### src/hw/rtl/ring_entry_offset_lookup_assert.svh
// Assertion macros shared by the ring entry offset lookup RTL.
// Depends on nothing; the macros compile to nothing when SYNTH is defined.
`ifndef RING_ENTRY_OFFSET_LOOKUP_ASSERT_SVH
`define RING_ENTRY_OFFSET_LOOKUP_ASSERT_SVH

`ifndef SYNTH

`define REOL_ASSERT_SAME(label, clk, rst, cond, expr) \
   label: assert property (@(posedge clk) disable iff (rst) (cond) |-> (expr)) \
      else $error("same-cycle check failed");

`define REOL_ASSERT_NEXT(label, clk, rst, cond, expr) \
   label: assert property (@(posedge clk) disable iff (rst) (cond) |=> (expr)) \
      else $error("next-cycle check failed");

`else

`define REOL_ASSERT_SAME(label, clk, rst, cond, expr)

`define REOL_ASSERT_NEXT(label, clk, rst, cond, expr)

`endif

`endif

### src/hw/rtl/reol_pkg.sv
// Types, constants and helper functions of the ring entry offset lookup.
// Used by the top level; depends on nothing.
package reol_pkg;

   localparam int DEPTH      = 16;
   localparam int SLOT_W     = $clog2(DEPTH);
   localparam int CNT_W      = $clog2(DEPTH + 1);
   localparam int HANDLE_W   = 32;
   localparam int LENGTH_W   = 16;
   localparam int OFFSET_W   = 20;
   localparam int HIT_SLOT_W = 4;
   localparam int ENTRY_W    = HANDLE_W + LENGTH_W;
   localparam int SUM_W      = (LENGTH_W + CNT_W > OFFSET_W) ? LENGTH_W + CNT_W : OFFSET_W;
   localparam int REQ_DATA_W = 72;
   localparam int RSP_DATA_W = 56;

   localparam logic KIND_ADD  = 1'b0;
   localparam logic KIND_FIND = 1'b1;

   typedef enum logic [2:0] {
      ST_IDLE = 3'b001,
      ST_WALK = 3'b010,
      ST_HOLD = 3'b100
   } state_type;

   function automatic logic [SLOT_W-1:0] next_slot(input logic [SLOT_W-1:0] i);
      next_slot = (i == SLOT_W'(DEPTH - 1)) ? '0 : i + 1'b1;
   endfunction

endpackage

### src/hw/rtl/reol_ram.sv
// Generic single-write, single-read synchronous RAM with registered read data.
// Standalone; no package dependency.
module reol_ram #(
   parameter int WIDTH = 8,
   parameter int DEPTH = 16
) (
   input  logic                     clock,
   input  logic                     wr_en,
   input  logic [$clog2(DEPTH)-1:0] wr_addr,
   input  logic [WIDTH-1:0]         wr_data,
   input  logic [$clog2(DEPTH)-1:0] rd_addr,
   output logic [WIDTH-1:0]         rd_data
);

   logic [WIDTH-1:0] mem_ff [DEPTH];
   logic [WIDTH-1:0] rd_data_ff;

   always_ff @(posedge clock) begin
      if (wr_en) begin
         mem_ff[wr_addr] <= wr_data;
      end
      rd_data_ff <= mem_ff[rd_addr];
   end

   assign rd_data = rd_data_ff;

endmodule

### src/hw/rtl/ring_entry_offset_lookup.sv
// Top level of the ring entry offset lookup: index control, find walk, result register.
// Depends on reol_pkg, reol_ram and ring_entry_offset_lookup_assert.svh.
//
// Channel  Dir  Handshake                 Contents
// req_     in   req_tvalid / req_tready   tuser: kind; tdata: handle, length, offset
// rsp_     out  rsp_tvalid / rsp_tready   tuser: found; tdata: handle, slot, byte offset
//
// An add completes without leaving the idle state. A find walks at most DEPTH
// entries, reading one stored length per cycle from the entry RAM; an empty ring
// skips the walk and answers a miss. Input is taken only when idle.
// Reset clears the indices, the full flag and the control state; the RAM is not cleared.
// A finished result waits in a hold register while the output register is occupied.
`include "ring_entry_offset_lookup_assert.svh"

module ring_entry_offset_lookup import reol_pkg::*; (
   input  logic                  clock,
   input  logic                  reset,
   input  logic                  req_tvalid,
   output logic                  req_tready,
   // [31:0] entry_handle, [47:32] entry_length, [67:48] find_offset, [71:68] zero
   input  logic [REQ_DATA_W-1:0] req_tdata,
   // [0] kind
   input  logic                  req_tuser,
   output logic                  rsp_tvalid,
   input  logic                  rsp_tready,
   // [31:0] hit_handle, [35:32] hit_slot, [51:36] byte_offset, [55:52] zero
   output logic [RSP_DATA_W-1:0] rsp_tdata,
   // [0] found
   output logic                  rsp_tuser
);

   state_type state_ff, state_in;

   logic [SLOT_W-1:0]   write_index_ff, write_index_in;
   logic [SLOT_W-1:0]   read_index_ff, read_index_in;
   logic                full_ff, full_in;
   logic [SLOT_W-1:0]   idx_ff, idx_in;
   logic [CNT_W-1:0]    left_ff, left_in;
   logic [SUM_W-1:0]    total_ff, total_in;
   logic [OFFSET_W-1:0] offset_ff, offset_in;

   logic                  res_found_ff, res_found_in;
   logic [HANDLE_W-1:0]   res_handle_ff, res_handle_in;
   logic [HIT_SLOT_W-1:0] res_slot_ff, res_slot_in;
   logic [LENGTH_W-1:0]   res_boff_ff, res_boff_in;

   logic                  rsp_valid_ff, rsp_valid_in;
   logic                  rsp_found_ff, rsp_found_in;
   logic [HANDLE_W-1:0]   rsp_handle_ff, rsp_handle_in;
   logic [HIT_SLOT_W-1:0] rsp_slot_ff, rsp_slot_in;
   logic [LENGTH_W-1:0]   rsp_boff_ff, rsp_boff_in;

   logic                req_accept;
   logic                out_free;
   logic [HANDLE_W-1:0] in_handle;
   logic [LENGTH_W-1:0] in_length;
   logic [OFFSET_W-1:0] in_offset;
   logic [CNT_W-1:0]    count;
   logic [SLOT_W-1:0]   wr_next, rd_next;

   logic                ram_wr_en;
   logic [SLOT_W-1:0]   ram_rd_addr;
   logic [ENTRY_W-1:0]  ram_rd_data;
   logic [HANDLE_W-1:0] walk_handle;
   logic [LENGTH_W-1:0] walk_length;
   logic [SUM_W-1:0]    walk_total;
   logic                walk_hit;

   assign in_handle = req_tdata[HANDLE_W-1:0];
   assign in_length = req_tdata[HANDLE_W+LENGTH_W-1:HANDLE_W];
   assign in_offset = req_tdata[ENTRY_W+OFFSET_W-1:ENTRY_W];

   assign req_tready = (state_ff == ST_IDLE);
   assign req_accept = req_tvalid && req_tready;
   assign out_free   = !rsp_valid_ff || rsp_tready;

   always_comb begin
      if (full_ff) begin
         count = CNT_W'(DEPTH);
      end else if (write_index_ff >= read_index_ff) begin
         count = CNT_W'(write_index_ff - read_index_ff);
      end else begin
         count = CNT_W'(DEPTH) - CNT_W'(read_index_ff) + CNT_W'(write_index_ff);
      end
   end

   assign wr_next = next_slot(write_index_ff);
   assign rd_next = next_slot(read_index_ff);

   // Writes happen only on an accepted add and read data is used only for a find, so
   // no write lands on a read whose data is used and no forwarding is needed.
   assign ram_wr_en   = req_accept && (req_tuser == KIND_ADD);
   assign ram_rd_addr = (state_ff == ST_WALK) ? next_slot(idx_ff) : read_index_ff;

   reol_ram #(
      .WIDTH (ENTRY_W),
      .DEPTH (DEPTH)
   ) u_entry_ram (
      .clock   (clock),
      .wr_en   (ram_wr_en),
      .wr_addr (write_index_ff),
      .wr_data ({in_length, in_handle}),
      .rd_addr (ram_rd_addr),
      .rd_data (ram_rd_data)
   );

   assign walk_handle = ram_rd_data[HANDLE_W-1:0];
   assign walk_length = ram_rd_data[ENTRY_W-1:HANDLE_W];
   assign walk_total  = total_ff + SUM_W'(walk_length);
   assign walk_hit    = walk_total > SUM_W'(offset_ff);

   always_comb begin
      state_in       = state_ff;
      write_index_in = write_index_ff;
      read_index_in  = read_index_ff;
      full_in        = full_ff;
      idx_in         = idx_ff;
      left_in        = left_ff;
      total_in       = total_ff;
      offset_in      = offset_ff;
      res_found_in   = res_found_ff;
      res_handle_in  = res_handle_ff;
      res_slot_in    = res_slot_ff;
      res_boff_in    = res_boff_ff;
      rsp_valid_in   = rsp_valid_ff && !rsp_tready;
      rsp_found_in   = rsp_found_ff;
      rsp_handle_in  = rsp_handle_ff;
      rsp_slot_in    = rsp_slot_ff;
      rsp_boff_in    = rsp_boff_ff;

      case (state_ff)
         ST_IDLE: begin
            if (req_accept) begin
               if (req_tuser == KIND_ADD) begin
                  write_index_in = wr_next;
                  if (full_ff) begin
                     read_index_in = rd_next;
                     full_in       = 1'b1;
                  end else if (wr_next == read_index_ff) begin
                     full_in = 1'b1;
                  end
               end else begin
                  idx_in    = read_index_ff;
                  left_in   = count;
                  total_in  = '0;
                  offset_in = in_offset;
                  if (count == '0) begin
                     res_found_in  = 1'b0;
                     res_handle_in = '0;
                     res_slot_in   = '0;
                     res_boff_in   = '0;
                     state_in      = ST_HOLD;
                  end else begin
                     state_in = ST_WALK;
                  end
               end
            end
         end
         ST_WALK: begin
            if (walk_hit) begin
               res_found_in  = 1'b1;
               res_handle_in = walk_handle;
               res_slot_in   = HIT_SLOT_W'(idx_ff);
               res_boff_in   = LENGTH_W'(SUM_W'(offset_ff) - total_ff);
               state_in      = ST_HOLD;
            end else if (left_ff == CNT_W'(1)) begin
               res_found_in  = 1'b0;
               res_handle_in = '0;
               res_slot_in   = '0;
               res_boff_in   = '0;
               state_in      = ST_HOLD;
            end else begin
               total_in = walk_total;
               idx_in   = next_slot(idx_ff);
               left_in  = left_ff - 1'b1;
            end
         end
         ST_HOLD: begin
            if (out_free) begin
               rsp_valid_in  = 1'b1;
               rsp_found_in  = res_found_ff;
               rsp_handle_in = res_handle_ff;
               rsp_slot_in   = res_slot_ff;
               rsp_boff_in   = res_boff_ff;
               state_in      = ST_IDLE;
            end
         end
         default: begin
            state_in = ST_IDLE;
         end
      endcase
   end

   always_ff @(posedge clock) begin
      if (reset) begin
         state_ff       <= ST_IDLE;
         write_index_ff <= '0;
         read_index_ff  <= '0;
         full_ff        <= 1'b0;
         rsp_valid_ff   <= 1'b0;
      end else begin
         state_ff       <= state_in;
         write_index_ff <= write_index_in;
         read_index_ff  <= read_index_in;
         full_ff        <= full_in;
         rsp_valid_ff   <= rsp_valid_in;
      end
   end

   always_ff @(posedge clock) begin
      idx_ff        <= idx_in;
      left_ff       <= left_in;
      total_ff      <= total_in;
      offset_ff     <= offset_in;
      res_found_ff  <= res_found_in;
      res_handle_ff <= res_handle_in;
      res_slot_ff   <= res_slot_in;
      res_boff_ff   <= res_boff_in;
      rsp_found_ff  <= rsp_found_in;
      rsp_handle_ff <= rsp_handle_in;
      rsp_slot_ff   <= rsp_slot_in;
      rsp_boff_ff   <= rsp_boff_in;
   end

   assign rsp_tvalid = rsp_valid_ff;
   assign rsp_tuser  = rsp_found_ff;
   assign rsp_tdata  = RSP_DATA_W'({rsp_boff_ff, rsp_slot_ff, rsp_handle_ff});

   `REOL_ASSERT_SAME(a_walk_has_entries, clock, reset, state_ff == ST_WALK, left_ff != '0)
   `REOL_ASSERT_NEXT(a_hold_loads_output, clock, reset,
      (state_ff == ST_HOLD) && out_free, rsp_valid_ff && (state_ff == ST_IDLE))
   `REOL_ASSERT_SAME(a_miss_is_zero, clock, reset, rsp_valid_ff && !rsp_found_ff,
      (rsp_handle_ff == '0) && (rsp_slot_ff == '0) && (rsp_boff_ff == '0))
   `REOL_ASSERT_NEXT(a_full_add_moves_read, clock, reset,
      req_accept && (req_tuser == KIND_ADD) && full_ff,
      full_ff && (read_index_ff == next_slot($past(read_index_ff))))

endmodule
### config.mk
export PLATFORM = sky130hd
export DESIGN_NAME = ring_entry_offset_lookup
export DESIGN_NICKNAME = d
export VERILOG_FILES = /design/src/hw/rtl/reol_pkg.sv /design/src/hw/rtl/reol_ram.sv /design/src/hw/rtl/ring_entry_offset_lookup.sv
export VERILOG_INCLUDE_DIRS = /design/src /design/src/hw/rtl
export SDC_FILE = /design/constraint.sdc
export NUM_CORES = 1
export LEC_CHECK = 0
export BUFFER_PORTS_ARGS = -buffer_cell sky130_fd_sc_hd__buf_2
export CORE_MARGIN = 10
export CORE_UTILIZATION = 30
export CTS_BUF_LIST = sky130_fd_sc_hd__clkbuf_16
export CTS_CLUSTER_DIAMETER = 200
export DETAILED_ROUTE_END_ITERATION = 6
export PLACE_DENSITY_LB_ADDON = 0.1
export SYNTH_ARGS = -nofsm -noshare
export SYNTH_HDL_FRONTEND = slang
export SYNTH_SLANG_ARGS = --single-unit
### constraint.sdc
create_clock -name clock -period 5.2 [get_ports clock]
set_input_delay 0.52 -clock clock [delete_from_list [all_inputs] [get_ports clock]]
set_output_delay 0.52 -clock clock [all_outputs]
set_load 0.05 [all_outputs]
# Yosys cells after proc, flatten, opt, wreduce, memory -nomap -nowiden
# Memory sizes are Yosys's and may differ from the RTL's. A register that Yosys moved wholly into a read port is not among the register bits.
# Index checks and enable logic that the tools add are counted.
# classes
n_addsub	9
n_lt_le_gt_ge	2
eq_ne	15
mux	58
bitwise_logic	1
reduce_logical	15
# op_table
operator	count
$mux W32	5
$mux W21	4
$mux W16	5
$pmux W32 S2	1
$mux W4	13
$pmux W21 S2	1
$pmux W16 S2	1
$mux W5	6
$add A21 B16 Y21	1
$gt A21 B20 Y1	1
$mux W3	6
$pmux W4 S2	2
$sub A16 B16 Y16	1
$add A4 B1 Y4 const B	3
$eq A4 B4 Y1 const B	3
$mux W1	11
$pmux W5 S2	1
$reduce_and A5 Y1	2
$pmux W3 S3	1
$reduce_and A4 Y1	2
$ne A2 B1 Y1 const B	3
$ne A2 B2 Y1 const B	3
$reduce_and A3 Y1	2
$add A5 B4 Y5	1
other kinds (18)	21
# totals
ff_bits	169
ramBits	768
in_bits	77
output_inout_bits	59
word_cells	118
n_memories	1
# mem_list
name	words	word_bits	read_ports	rd_ports_with_merged_regs	write_ports	line_no	source
u_entry_ram.mem_ff	16	48	1	1	1	reol_ram.sv:15	logic [WIDTH-1:0] mem_ff [DEPTH];

# Longest topological paths before layout
# Gate-level depths: netlist (run 1).
# depth
word_depth	9
mapped_depth	19
ltp_nobuf	18

# Hierarchy
# From an unflattened synthesis (run 1), not the netlist that was laid out.
# hier_totals
cells_unflattened	1931
area_unflattened_um2	38095.3
# modules_own_cells
module	n_inst	cells_per_inst	area_per_inst_um2	seq_area_each_um2
reol_ram	1	1242	29691.0	24023.0
ring_entry_offset_lookup	1	689	8404.3	4944.7

# Least setup slack after synthesis (run 1)
# OpenSTA, ideal clock, no wires.
# synth_timing
kind	register to register
from	reg state_ff[0]
to	mem u_entry_ram.mem_ff[3][0] (netlist bit), enable pin
setup_time_ps	513
arrival_time_ps	5761
required_ps	4687
setup_slack_ps	-1073
stages_incl_launch_ff	6
path_buffers	1
synth_period_minus_slack_ps	6273
path_cell_list	dfxtp_1 nor3b_1 and3b_1 buf_2 nand2_1 nor3_1
# synth_via
elab_chain_len	5
# synth_rtl
item	line_no	source
start, declared	ring_entry_offset_lookup.sv:32	state_type state_ff, state_in;
start signal, assigned	ring_entry_offset_lookup.sv:202	state_ff <= state_in;
$eq A3 B1 Y1	ring_entry_offset_lookup.sv:73	assign req_tready = (state_ff == ST_IDLE);
via req_tready	ring_entry_offset_lookup.sv:19	output logic req_tready,
$logic_and A1 B1 Y1	ring_entry_offset_lookup.sv:74	assign req_accept = req_tvalid && req_tready;
$logic_and A1 B1 Y1	ring_entry_offset_lookup.sv:92	assign ram_wr_en = req_accept && (req_tuser == KIND_ADD);
$mux W1	reol_ram.sv:19	if (wr_en) begin
$mux W1 (implied by the code)	reol_ram.sv:20	mem_ff[wr_addr] <= wr_data;
end, declared	reol_ram.sv:15	
# The timed path passes the listed nets, and every way through them passes these cells.

# Final worst setup path (run 1)
# layout_timing
from	reg total_ff[6]
to	reg res_handle_ff[25], enable pin
# layout_via
elab_chain_len	4
# layout_rtl
item	line_no	source
start, declared	ring_entry_offset_lookup.sv:39	logic [SUM_W-1:0] total_ff, total_in;
start signal, assigned	ring_entry_offset_lookup.sv:213	total_ff <= total_in;
$add A21 B16 Y21	ring_entry_offset_lookup.sv:109	assign walk_total = total_ff + SUM_W'(walk_length);
via walk_total[17]	ring_entry_offset_lookup.sv:66	logic [SUM_W-1:0] walk_total;
$gt A21 B20 Y1	ring_entry_offset_lookup.sv:110	assign walk_hit = walk_total > SUM_W'(offset_ff);
$ne A3 B2 Y1 (no line)	--	
$reduce_and A5 Y1 (no line)	--	
end signal, assigned	ring_entry_offset_lookup.sv:216	res_handle_ff <= res_handle_in;
end, declared	ring_entry_offset_lookup.sv:43	logic [HANDLE_W-1:0] res_handle_ff, res_handle_in;
# The timed path passes the listed nets, and every way through them passes these cells.
# A chain may end at the register's enable or synchronous reset.

==> results of run 1 <==
==> state kept, by name, summed over array words and instances (netlist names) <==
register and count:
res_slot_ff 4, res_handle_ff 32, res_found_ff 1, res_boff_ff 16, left_ff 5, read_index_ff 4
rsp_tvalid 1, rsp_boff_ff 16, write_index_ff 4, u_entry_ram.rd_data 48, total_ff 21, rsp_tuser 1
state_ff 3, offset_ff 20, rsp_slot_ff 4, u_entry_ram.mem_ff 768, full_ff 1, idx_ff 4
rsp_handle_ff 32
==> stage by stage <==
| step | instance area, um^2 | std cells |
|---|---|---|
| 2_1_floorplan | 40020 | 2607 |
| 3_3_place_gp | 43290 | 4431 |
| 3_5_place_dp | 43290 | 4431 |
| 4_1_cts | 47050 | 4661 |
| 5_1_grt | 47080 | 4664 |
| 6_report | 47090 | 4667 |
==> logic make-up after synthesis <==
logic type | after synthesis | synth area share [%]
other | 1 | 0.009377
multiplexers | 434 | 10.86
AO/OA/AOI/OAI | 283 | 4.352
buffers and inverters | 198 | 2.346
AND/OR/NAND/NOR | 600 | 7.064
adder cells (fa/ha/maj) | 66 | 2.121
XOR/XNOR | 37 | 0.8103
flip-flops | 985 | 72.43
==> cell type report <==
class                   count  area, um^2
well taps                1755        2196
clock inverters            97       732.0
multi-input cells        1424       10310
diodes                      5       12.51
repair buffers            224        1802
fillers                 12600       84870
flip-flops and latches    985       28970
clock buffers             113        2828
inverters                  64       242.7
==> layout by cell type (no fill, tap or decap), drive strengths merged, types with 5 or more instances in the layout <==
cell         synthesis  final
nand2              272    272
nand3              107    107
bufinv               0     10
dlygate4sd3          0     20
mux2i              434    434
buf                 82    204
a31oi                9      9
xnor2               27     27
inv                 64    106
nor3                12     12
dfxtp               61     61
and3                 6      6
edfxtp             924    924
a21o                12     12
clkinv               0     45
a211oi               6      6
o21ai               74     74
diode                0      5
nor2                57     57
xor2                10     10
and2                59     59
o21a                 8      8
o211ai              51     51
nor2b                6      6
nand4               50     50
clkbuf              52    113
ha                  63     63
a21oi              100    100
nand2b               9      9
==> worst max path at each step <==
stage           startpoint                        to  slack (ps)  depth (start not counted)
3_5_place_dp   total_ff[0]         res_handle_ff[20]         270                         20
4_1_cts        total_ff[0]         res_handle_ff[26]         200                         20
2_1_floorplan  state_ff[0]  u_entry_ram.mem_ff[7][0]         210                          5
5_1_grt        total_ff[0]         res_handle_ff[26]          20                         19
3_3_place_gp   total_ff[0]         res_handle_ff[21]         230                         20
6_report       total_ff[6]         res_handle_ff[25]         390                         18
==> power by group through the flow <==
stage                     Sequential, W  Clock (W)  Combinational (W)
after floorplan                 0.00903          0           0.000457
after global placement          0.00904          0           0.000771
after detailed placement        0.00904          0           0.000783
after CTS                       0.00887    0.00784           0.000799
after global routing            0.00888    0.00817           0.000884
final                           0.00887    0.00758           0.000784
==> per-layer routing <==
metal	GRT usage (%)	vias up
met4	3.897	18
met5	0	-
met2	23.36	413
met3	2.974	179
met1	17.75	10990
li1	-	10280
==> critical path: stages, from the launching register on <==
cell and delay, ps:
edfxtp_1 390, ha_1 360, a2111oi_0 430, o21ai_0 240, nand4b_1 220, a31oi_1 150, buf_4 170, o211ai_1 210
xnor2_1 120, ha_1 310, nand4_1 150, nor4_2 390, a31oi_1 170, o41a_1 150, a31oi_2 190, buf_4 160
nand4_1 200, and3_4 270, buf_12 160
==> synthesized netlist by cell type, drive strengths merged (2+ instances only) <==
cell type  number
nand2b          9
nor3b           4
buf            82
mux2i         434
a311oi          3
a2111oi         2
a21oi         100
nand3         107
or3             4
and3b           4
a21o           12
o21a            8
nor3           12
nor2           57
inv            64
ha             63
xnor2          27
a211oi          6
nand2         272
o41a            2
o211ai         51
nand4b          3
o31a            2
edfxtp        924
nand3b          2
and2           59
o21ai          74
and3            6
nand4          50
nor2b           6
a31oi           9
clkbuf         52
xor2           10
o31ai           2
dfxtp          61
fa              3
==> timing repair <==
action | in CTS | in global routing
endpoints found under the setup margin | 0 | 83
hold buffers | 20 | 0
hold endpoints to repair | 20 | 0
setup buffers | 0 | 1
resized for setup | 0 | 5
==> summary.md, run 1 <==
| Metric | Value |
|---|---|
| PortBufs | 127 |
| R2R depth | 18 |
| Max cap viols | 0 |
| # rows | 133 |
| Post-layout total power | 0.01723 W |
| Clock Latency Late Sink | 720 ps |
| Hold WS | 145.9 ps |
| Critical hold path startpoint | reset |
| Pwr/cell area | 366.0 nW/um^2 |
| Routed via count | 21880 |
| Die footprint | 148300 um^2 |
| First-pass GRT wire length | 152.3 mm |
| Crit start category | register |
| Asr flop ratio synth | 0% |
| Crit path DAT | 5230 ps |
| Internal power | 0.01351 W |
| Psw | 0.003721 W |
| Clock sink total | 985 |
| Outcome | finished, final reports clean |
| Routability cong. | 0.7758 |
| Sw frac | 21.59% |
| Top sig layer | met5 |
| WL met2 | 50.06 mm |
| Register share of total power | 51.5% |
| Vias per cell | 4.689 |
| Setup ws final | 392.3 ps |
| Largest net degree at the start of global routing | 130 |
| Main synth FF type | edfxtp_1 |
| Sequential share of the synthesized area | 72.43% |
| Clock-pin slew on the worst setup and hold paths | 60 ps |
| CTS tree | done |
| Area growth from synthesis to layout | 17.75% |
| Core Box Area | 132000 um^2 |
| Syn Inst Count | 2604 |
| Clock skew | 27.86 ps |
| Total track usage | 13.82% |
| Worst setup EP type | register |
| Max VDD drop | 261.3 uV |
| Pins Over Slew Limit | 0 |
| Comb pwr share | 4.6% |
| Slew headroom | 21.05% |
| Overflow after GRT | 0 |
| DRT iter0 DRCs | 1201 |
| Avg Cell Area, Syn | 15.36 um^2 |
| Post-DP HPWL | 56.35 mm |
| R2r endpoint | res_handle_ff[25] |
| Synth warn | 0 |
| Yosys reg bits | 985 |
| Cell taking the most area after synthesis | edfxtp_1 |
| WHS Path Cells | 2 |
| CP Class | register to register |
| DRT Pass-1 Iters | 5 |
| Num CTS Buffers | 111 |
| Hold crit path type | primary input to register |
| Top cells by area, synth | edfxtp_1 69%, mux2i_1 11%, dfxtp_1 3.1%, nand2_1 2.6%, ha_1 2.0% |
| Share of cells above drive strength 1 | 13.24% |
| Met3 WL | 4.582 mm |
| Root Driver | clkbuf_16 |
| Initial core utilization | 30.31% |
| Die width | 385.1 um |
| Vias in the first global route | 22800 |
| Final #Nets | 2953 |
| Wl on met1 | 46.46 mm |
| Leak pwr | 16.63 nW |
| Fmax | 208.0 MHz |
| Worst Max-Slew Pin Slew | 1184 ps |
| Proportion of power drawn by the clock network | 44.0% |
| Setup_tns | 0 ps |
| RSZ-0062 raised after global routing | no |
| Number of synthesized flops with an enable pin | 924 |
| Post-Syn Area | 39990 um^2 |
| Worst hold path endpoint | write_index_ff[2] |
| Drt drc | 0 |
| Pre-CTS WS | 268.3 ps |
| Antenna violations before repair | 25 |
| WP data required | 5620 ps |
| Top cell type's share of synthesized area | 69.38% |
| Clk buf depth | 3 |
| Final setup violation count | 0 |
| R2r setup slk | 390 ps |
| Min Tclk post-route | 4808 ps |
| Layout Utilization | 35.68% |
| Fin. Hold Viols | 0 |
| Post-synth cell types | 65 |
| Reg2reg start | total_ff[6] |
| Htree depth | 3 |
| Final ANT Viol Nets | 0 |
| I/O pins | 136 |
| Die height | 385.1 um |
| CP max FO | 32 |
| Fin crit share | 92.46% |
| WL/cell | 22.23 um |
| Routed WL | 103.7 mm |
Note: power is estimated with default switching activity, not from simulation.
==> run 2: changes to the inputs <==
--- a/config.mk
+++ b/config.mk
@@ -13,6 +13,7 @@
 export CTS_CLUSTER_DIAMETER = 200
 export DETAILED_ROUTE_END_ITERATION = 6
 export PLACE_DENSITY_LB_ADDON = 0.1
+export RECOVER_POWER = 100
 export SYNTH_ARGS = -nofsm -noshare
 export SYNTH_HDL_FRONTEND = slang
 export SYNTH_SLANG_ARGS = --single-unit
==> run 2 against run 1 <==
  * The flow now finishes with violations (max-capacitance violations, max-slew violations)
  * Routed wire length is 0.10% higher
  * First-iteration DRC count down 13%
  * Combinational power shrank 2%
  * Sequential share of layout area grew 0.63 points
  * Cell count hardly changed
  * Global-route usage is the same
  * Total power barely moved
  * Register-to-register slack got worse by 20 ps
  * Non-clock buffer count unchanged
  * Worst setup slack worse by 18 ps
  * Largest cell class unchanged
==> summary.md, run 2 (synthesis gave the netlist of run 1 again) <==
| Metric | Value |
|---|---|
| Fmax | 207.2 MHz |
| Worst setup EP type | register |
| Leak pwr | 16.20 nW |
| Core Box Area | 132000 um^2 |
| R2r endpoint | res_handle_ff[25] |
| CP endpoint | res_handle_ff[25] |
| Final setup violation count | 0 |
| Crit path buffers/inverters | 3 |
| WP data required | 5610 ps |
| Final non-filler cell total | 4668 |
| Largest net degree at the start of global routing | 130 |
| WL/cell | 22.25 um |
| R2R depth | 18 |
| Setup ws final | 374.6 ps |
| Share of cells above drive strength 1 | 8.772% |
| PortBufs | 127 |
| CP Cell Sequence | ha_1 -> a2111oi_0 -> o21ai_0 -> nand4b_1 -> a31oi_1 -> buf_4 -> o211ai_1 -> xnor2_1 -> ha_1 -> nand4_1 -> nor4_2 -> a31oi_1 -> o41a_1 -> a31oi_2 -> buf_4 -> nand4_1 -> and3_4 -> buf_8 |
| Commonest non-fill, non-tap cell in the layout | edfxtp_1 |
| Initial core utilization | 30.31% |
| Vias per cell | 4.696 |
| Reg with most FFs | u_entry_ram.mem_ff |
| Die footprint | 148300 um^2 |
| Max reg flops | 768 |
| Final #Nets | 2953 |
| Setup_tns | 0 ps |
| Clock-pin slew on the worst setup and hold paths | 60 ps |
| CP Class | register to register |
| Total track usage | 13.82% |
| Final ANT Viol Nets | 0 |
| Min Tclk post-route | 4825 ps |
| Highest-count cells in the layout ignoring fill and taps | 924 x edfxtp_1, 434 x mux2i_1, 272 x nand2_1 |
| Clock Latency Late Sink | 720 ps |
| Crit path depth | 18 |
| Placed Instances | 4431 |
| RSZ-0062 raised after global routing | no |
| Antenna violations before repair | 21 |
| Post-DP HPWL | 56.35 mm |
| Reg2reg start | total_ff[6] |
| Routed WL | 103.8 mm |
| Hold crit path type | primary input to register |
| Pwr/cell area | 369.4 nW/um^2 |
| Htree depth | 3 |
| Area growth from synthesis to layout | 16.55% |
| DRT iter0 DRCs | 1046 |
| Die height | 385.1 um |
| Clock sink total | 985 |
| Slowest stage delay, CP | 430 ps |
| Routed via count | 21920 |
| Clock skew | 29.64 ps |
| CTS tree | done |
| CP max FO | 32 |
| Die width | 385.1 um |
| Max cap viols | 19 |
| Crit start category | register |
| Vias in the first global route | 22800 |
| Overflow after GRT | 0 |
| # rows | 133 |
| Fin. Hold Viols | 0 |
| Crit path DAT | 5240 ps |
| Slew headroom | -97.49% |
| Clk buf depth | 3 |
| R2r setup slk | 370 ps |
| Crit path from | total_ff[6] |
| Critical Path Slowest Stage Cell | a2111oi_0 |
| Routability cong. | 0.7758 |
| Post-layout total power | 0.01722 W |
| Max VDD drop | 260.2 uV |
| Pre-CTS WS | 268.3 ps |
| Pins Over Slew Limit | 581 |
| DRT Pass-1 Iters | 5 |
| Cell family with most CP delay | compound AO/OA/AOI/OAI gates |
| Fin crit share | 92.80% |
| Drt drc | 0 |
| Failing checks | max-capacitance violations, max-slew violations |
| I/O pins | 136 |
| First-pass GRT wire length | 152.3 mm |
| Outcome | complete, but fails checks |
| Root Driver | clkbuf_16 |
| Worst Max-Slew Pin Slew | 2956 ps |
| Num CTS Buffers | 111 |
==> run 2: cell types whose count changed in the layout (fill, tap and decap cells not counted), moves of 12 or more <==
cell,change
clkbuf_1,+116
clkbuf_2,+12
and2_0,+29
buf_4,-16
buf_12,-14
buf_2,-105
and2_1,-29
==> run 2: layout make-up <==
type                            count  area (um^2)
Clock buffer                      113         2828
Multi-Input combinational cell   1424        10190
Timing Repair Buffer              224         1439
Sequential cell                   985        28970
Fill cell                       12700        85350
Antenna cell                        6        15.01
Clock inverter                     97        732.0
Tap cell                         1755         2196
Inverter                           64        242.7
==> run 2: worst min path at each step <==
stage	to	slack, ps	cells past startpoint	start
finish	write_index_ff[2]	150	2	reset
global placement	rsp_boff_ff[5]	400	0	res_boff_ff[5]
CTS	write_index_ff[2]	80	2	reset
global route	write_index_ff[2]	110	2	reset
floorplan	rsp_boff_ff[0]	400	0	res_boff_ff[0]
detailed placement	rsp_boff_ff[13]	400	0	res_boff_ff[13]
==> run 2: layer usage <==
metal | share of wire, % | GRT usage, % | vias to the layer above
met1 | 45 | 17.75 | 11030
met3 | 4.4 | 2.974 | 191
met5 | 0.12 | 0 | -
li1 | - | - | 10280
met2 | 48 | 23.36 | 399
met4 | 2.5 | 3.897 | 18
==> run 2: power by group <==
part | switching [W] | internal [W]
clock network | 0.00316 | 0.00442
registers | 0.0000574 | 0.00882
logic | 0.000502 | 0.000263
==> run 2: through the flow <==
stage | cell area, um^2 | utilization, % | hold slack, ps
2_1_floorplan | 40020 | - | 400.3
3_3_place_gp | 43290 | 32.81 | 401.8
3_5_place_dp | 43290 | 32.81 | 404.5
4_1_cts | 47050 | 35.66 | 78.04
5_1_grt | 46600 | 35.31 | 110.5
6_report | 46610 | 35.32 | 149.5
==> run 2: what timing repair did <==
| action | in CTS | in global routing |
|---|---|---|
| buffers inserted | 0 | 1 |
| endpoints found under the setup margin | 0 | 83 |
| hold buffers | 20 | 0 |
| resized for setup | 0 | 5 |
| hold endpoints to repair | 20 | 0 |
==> run 3: changes to the inputs <==
--- a/config.mk
+++ b/config.mk
@@ -16,4 +16,5 @@
 export RECOVER_POWER = 100
 export SYNTH_ARGS = -nofsm -noshare
 export SYNTH_HDL_FRONTEND = slang
+export SYNTH_HIERARCHICAL = 1
 export SYNTH_SLANG_ARGS = --single-unit
==> run 3 against run 2 <==
  * The run still ends with max-capacitance violations, max-slew violations left
  * Critical path depth fell by 13
  * Worst setup slack worse by 31 ps
  * Worst hold slack gained 58 ps
==> summary.md, run 3 <==
| Metric | Value |
|---|---|
| Root Driver | clkbuf_16 |
| Max cap viols | 17 |
| Critical Path Slowest Stage Cell | nor3_1 |
| Post-DP HPWL | 55.84 mm |
| Avg Cell Area, Syn | 19.73 um^2 |
| Crit path buffers/inverters | 1 |
| Commonest non-fill, non-tap cell in the layout | edfxtp_1 |
| R2r endpoint | u_entry_ram/mem_ff[4][27] |
| CP Class | register to register |
| Global route hottest layer | met2 |
| First-pass GRT wire length | 142.5 mm |
| Drt drc | 0 |
| Proportion of power drawn by the clock network | 42.6% |
| Final setup violation count | 0 |
| Worst Max-Slew Pin Slew | 3096 ps |
| Highest-count cells in the layout ignoring fill and taps | 924 x edfxtp_1, 192 x mux4_2, 119 x clkbuf_1 |
| Vias per cell | 4.845 |
| Fmax | 205.9 MHz |
| Core Box Area | 125900 um^2 |
| Synth warn | 6 |
| Area growth from synthesis to layout | 16.55% |
| Comb pwr share | 4.3% |
| Final ANT Viol Nets | 0 |
| Failing checks | max-capacitance violations, max-slew violations |
| I/O pins | 136 |
| Crit path DAT | 5220 ps |
| Number of synthesized flops with an enable pin | 924 |
| Sequential share of the synthesized area | 76.04% |
| Main synth FF type | edfxtp_1 |
| RSZ-0062 raised after global routing | no |
| WP data required | 5570 ps |
| DRT iter0 DRCs | 1328 |
| Yosys reg bits | 985 |
| Cell family with most CP delay | simple AND/OR/NAND/NOR gates |
| Clock sink total | 985 |
| Vias in the first global route | 20220 |
| Setup_tns | 0 ps |
| Pins Over Slew Limit | 441 |
| Htree depth | 3 |
| Max reg flops | 768 |
| Met2 Track Usage GR | 22.62% |
| Worst setup EP type | register |
| Pwr/cell area | 375.3 nW/um^2 |
| Hold crit path type | primary input to register |
| Critical hold path startpoint | rsp_tready |
| Slowest stage delay, CP | 2060 ps |
| Routed via count | 18970 |
| Fin. Hold Viols | 0 |
| Global routing met3 resource utilization | 2.987% |
| Internal power | 0.01304 W |
| Sw frac | 21.73% |
| Psw | 0.003622 W |
| Die height | 376.4 um |
| Worst hold path endpoint | rsp_tvalid |
| PortBufs | 127 |
| Post-synth top cells | 924 x edfxtp_1, 192 x mux4_2, 98 x a22oi_1, 83 x nand2_1, 61 x dfxtp_1 |
| Reg with most FFs | u_entry_ram/mem_ff |
| Antenna violations before repair | 14 |
| Syn Inst Count | 1931 |
| Clock Latency Late Sink | 690 ps |
| Clock-pin slew on the worst setup and hold paths | 60 ps |
| Initial core utilization | 30.26% |
| Crit path from | state_ff[0] |
| # rows | 130 |
| R2r setup slk | 340 ps |
| WHS Path Cells | 3 |
| Slew headroom | -106.4% |
| Top cell type's share of synthesized area | 72.83% |
| Cell taking the most area after synthesis | edfxtp_1 |
| DRT Pass-1 Iters | 5 |
| Die width | 376.4 um |
| CP Cell Sequence | nor3b_1 -> and3b_1 -> nand3b_1 -> nor3_1 -> buf_4 |
| WL/cell | 25.11 um |
| Clock skew | 28.72 ps |
| Num CTS Buffers | 108 |
| Min Tclk post-route | 4857 ps |
| Crit path depth | 5 |
| M1 GR Usage | 18.26% |
| Hold WS | 207.3 ps |
| Share of cells above drive strength 1 | 19.12% |
| Die footprint | 141600 um^2 |
| Outcome | complete, but fails checks |
| Post-Syn Area | 38100 um^2 |
| Crit start category | register |
| Post-synth cell types | 64 |
| Overflow after GRT | 0 |
| Final #Nets | 2311 |
| Most common cell in the netlist | edfxtp_1 |
| Top cells by area, synth | edfxtp_1 73%, mux4_2 11%, dfxtp_1 3.2%, ha_1 2.0%, a22oi_1 1.9% |
| Clk buf depth | 3 |
| Asr flop ratio synth | 0% |
| R2R depth | 5 |
| Diode count | 0 |
| Max VDD drop | 278.2 uV |
| Total track usage | 13.74% |
| Leak pwr | 14.14 nW |
| CP max FO | 13 |
| Routability cong. | 0.7424 |
| Reg2reg start | state_ff[0] |
| Fillers | 11820 |
| Fin crit share | 93.40% |
| Routed WL | 98.30 mm |
| CTS tree | done |
| Register share of total power | 53.1% |
| Largest net degree at the start of global routing | 72 |
[run 3: changes by cell type in the layout (fill, tap and decap cells not counted), moves of 16 or more]
cell and change:
o21ai_0 -39, nand2_1 -189, mux4_2 +192, nand4_1 -44
a21oi_1 -59, nor3_1 +20, nand3_1 -90, buf_4 -16
a22oi_1 +98, o211ai_1 -47, mux2i_1 -427
[run 3: cell families after synthesis]
kind of cell    after synthesis  synth area share [%]
compound gates              214                 3.938
flops                       985                 76.04
other cells                   1              0.009844
buf+inv                     143                 1.672
mux                         199                 11.53
fa+ha+maj                    63                 2.128
simple gates                288                 3.803
xor+xnor                     38                0.8737
[run 3: how the worst max path moves through the flow]
| stage | slack, ps | to |
|---|---|---|
| 2_1_floorplan | 8 | u_entry_ram/mem_ff[1][0] |
| 3_3_place_gp | 90 | res_handle_ff[5] |
| 3_5_place_dp | 100 | res_handle_ff[25] |
| 4_1_cts | 70 | res_handle_ff[1] |
| 5_1_grt | 30 | res_handle_ff[11] |
| 6_report | 340 | u_entry_ram/mem_ff[4][27] |
[run 3: power groups by stage]
stage	sequential [W]	combinational, W	clock [W]
floorplan	0.00900	0.000429	0
global placement	0.00901	0.000728	0
detailed placement	0.00901	0.000738	0
CTS	0.00885	0.000753	0.00732
global route	0.00886	0.000811	0.00765
finish	0.00885	0.000721	0.00709
[run 3: what timing repair did]
action                     4_1_cts  5_1_grt
setup buffers                    0        0
hold endpoints to repair        20        0
setup endpoints to repair        0      120
hold buffers                    20        0
gates resized for setup          0        5
[run 3: metrics by stage]
stage	total power (W)	cell area, um^2	cells	util (%)	setup WS, ps
final	0.01666	44400	3915	35.27	343.4
after global placement	0.009740	41410	3691	32.89	90.32
after global routing	0.01732	44400	3915	35.27	29.32
after detailed placement	0.009752	41410	3691	32.89	98.61
after floorplan	0.009429	38130	1934	-	7.794
after CTS	0.01692	44900	3915	35.66	67.19
[run 3: final cells by class]
cell class / instances / area [um^2] / area share, %
clock inverter: 93 / 514.2 / 1.158
clock buffer: 111 / 2778 / 6.256
inverter: 60 / 226.5 / 0.5100
timing repair buffer: 210 / 1280 / 2.883
tap: 1650 / 2064 / 4.650
sequential: 985 / 28970 / 65.24
multi-input combinational: 806 / 8571 / 19.30
[run 3: per-layer routing]
layer	share of wire [%]	routed length [um]
met1	45	44060
met2	48	47250
met3	4.8	4763
met4	2.2	2135
met5	0.090	88
[run 3: worst register-to-register path, stage by stage, from the launching register on]
cell	delay (ps)
dfxtp_1	390
nor3b_1	480
and3b_1	700
nand3b_1	390
nor3_1	2060
buf_4	510
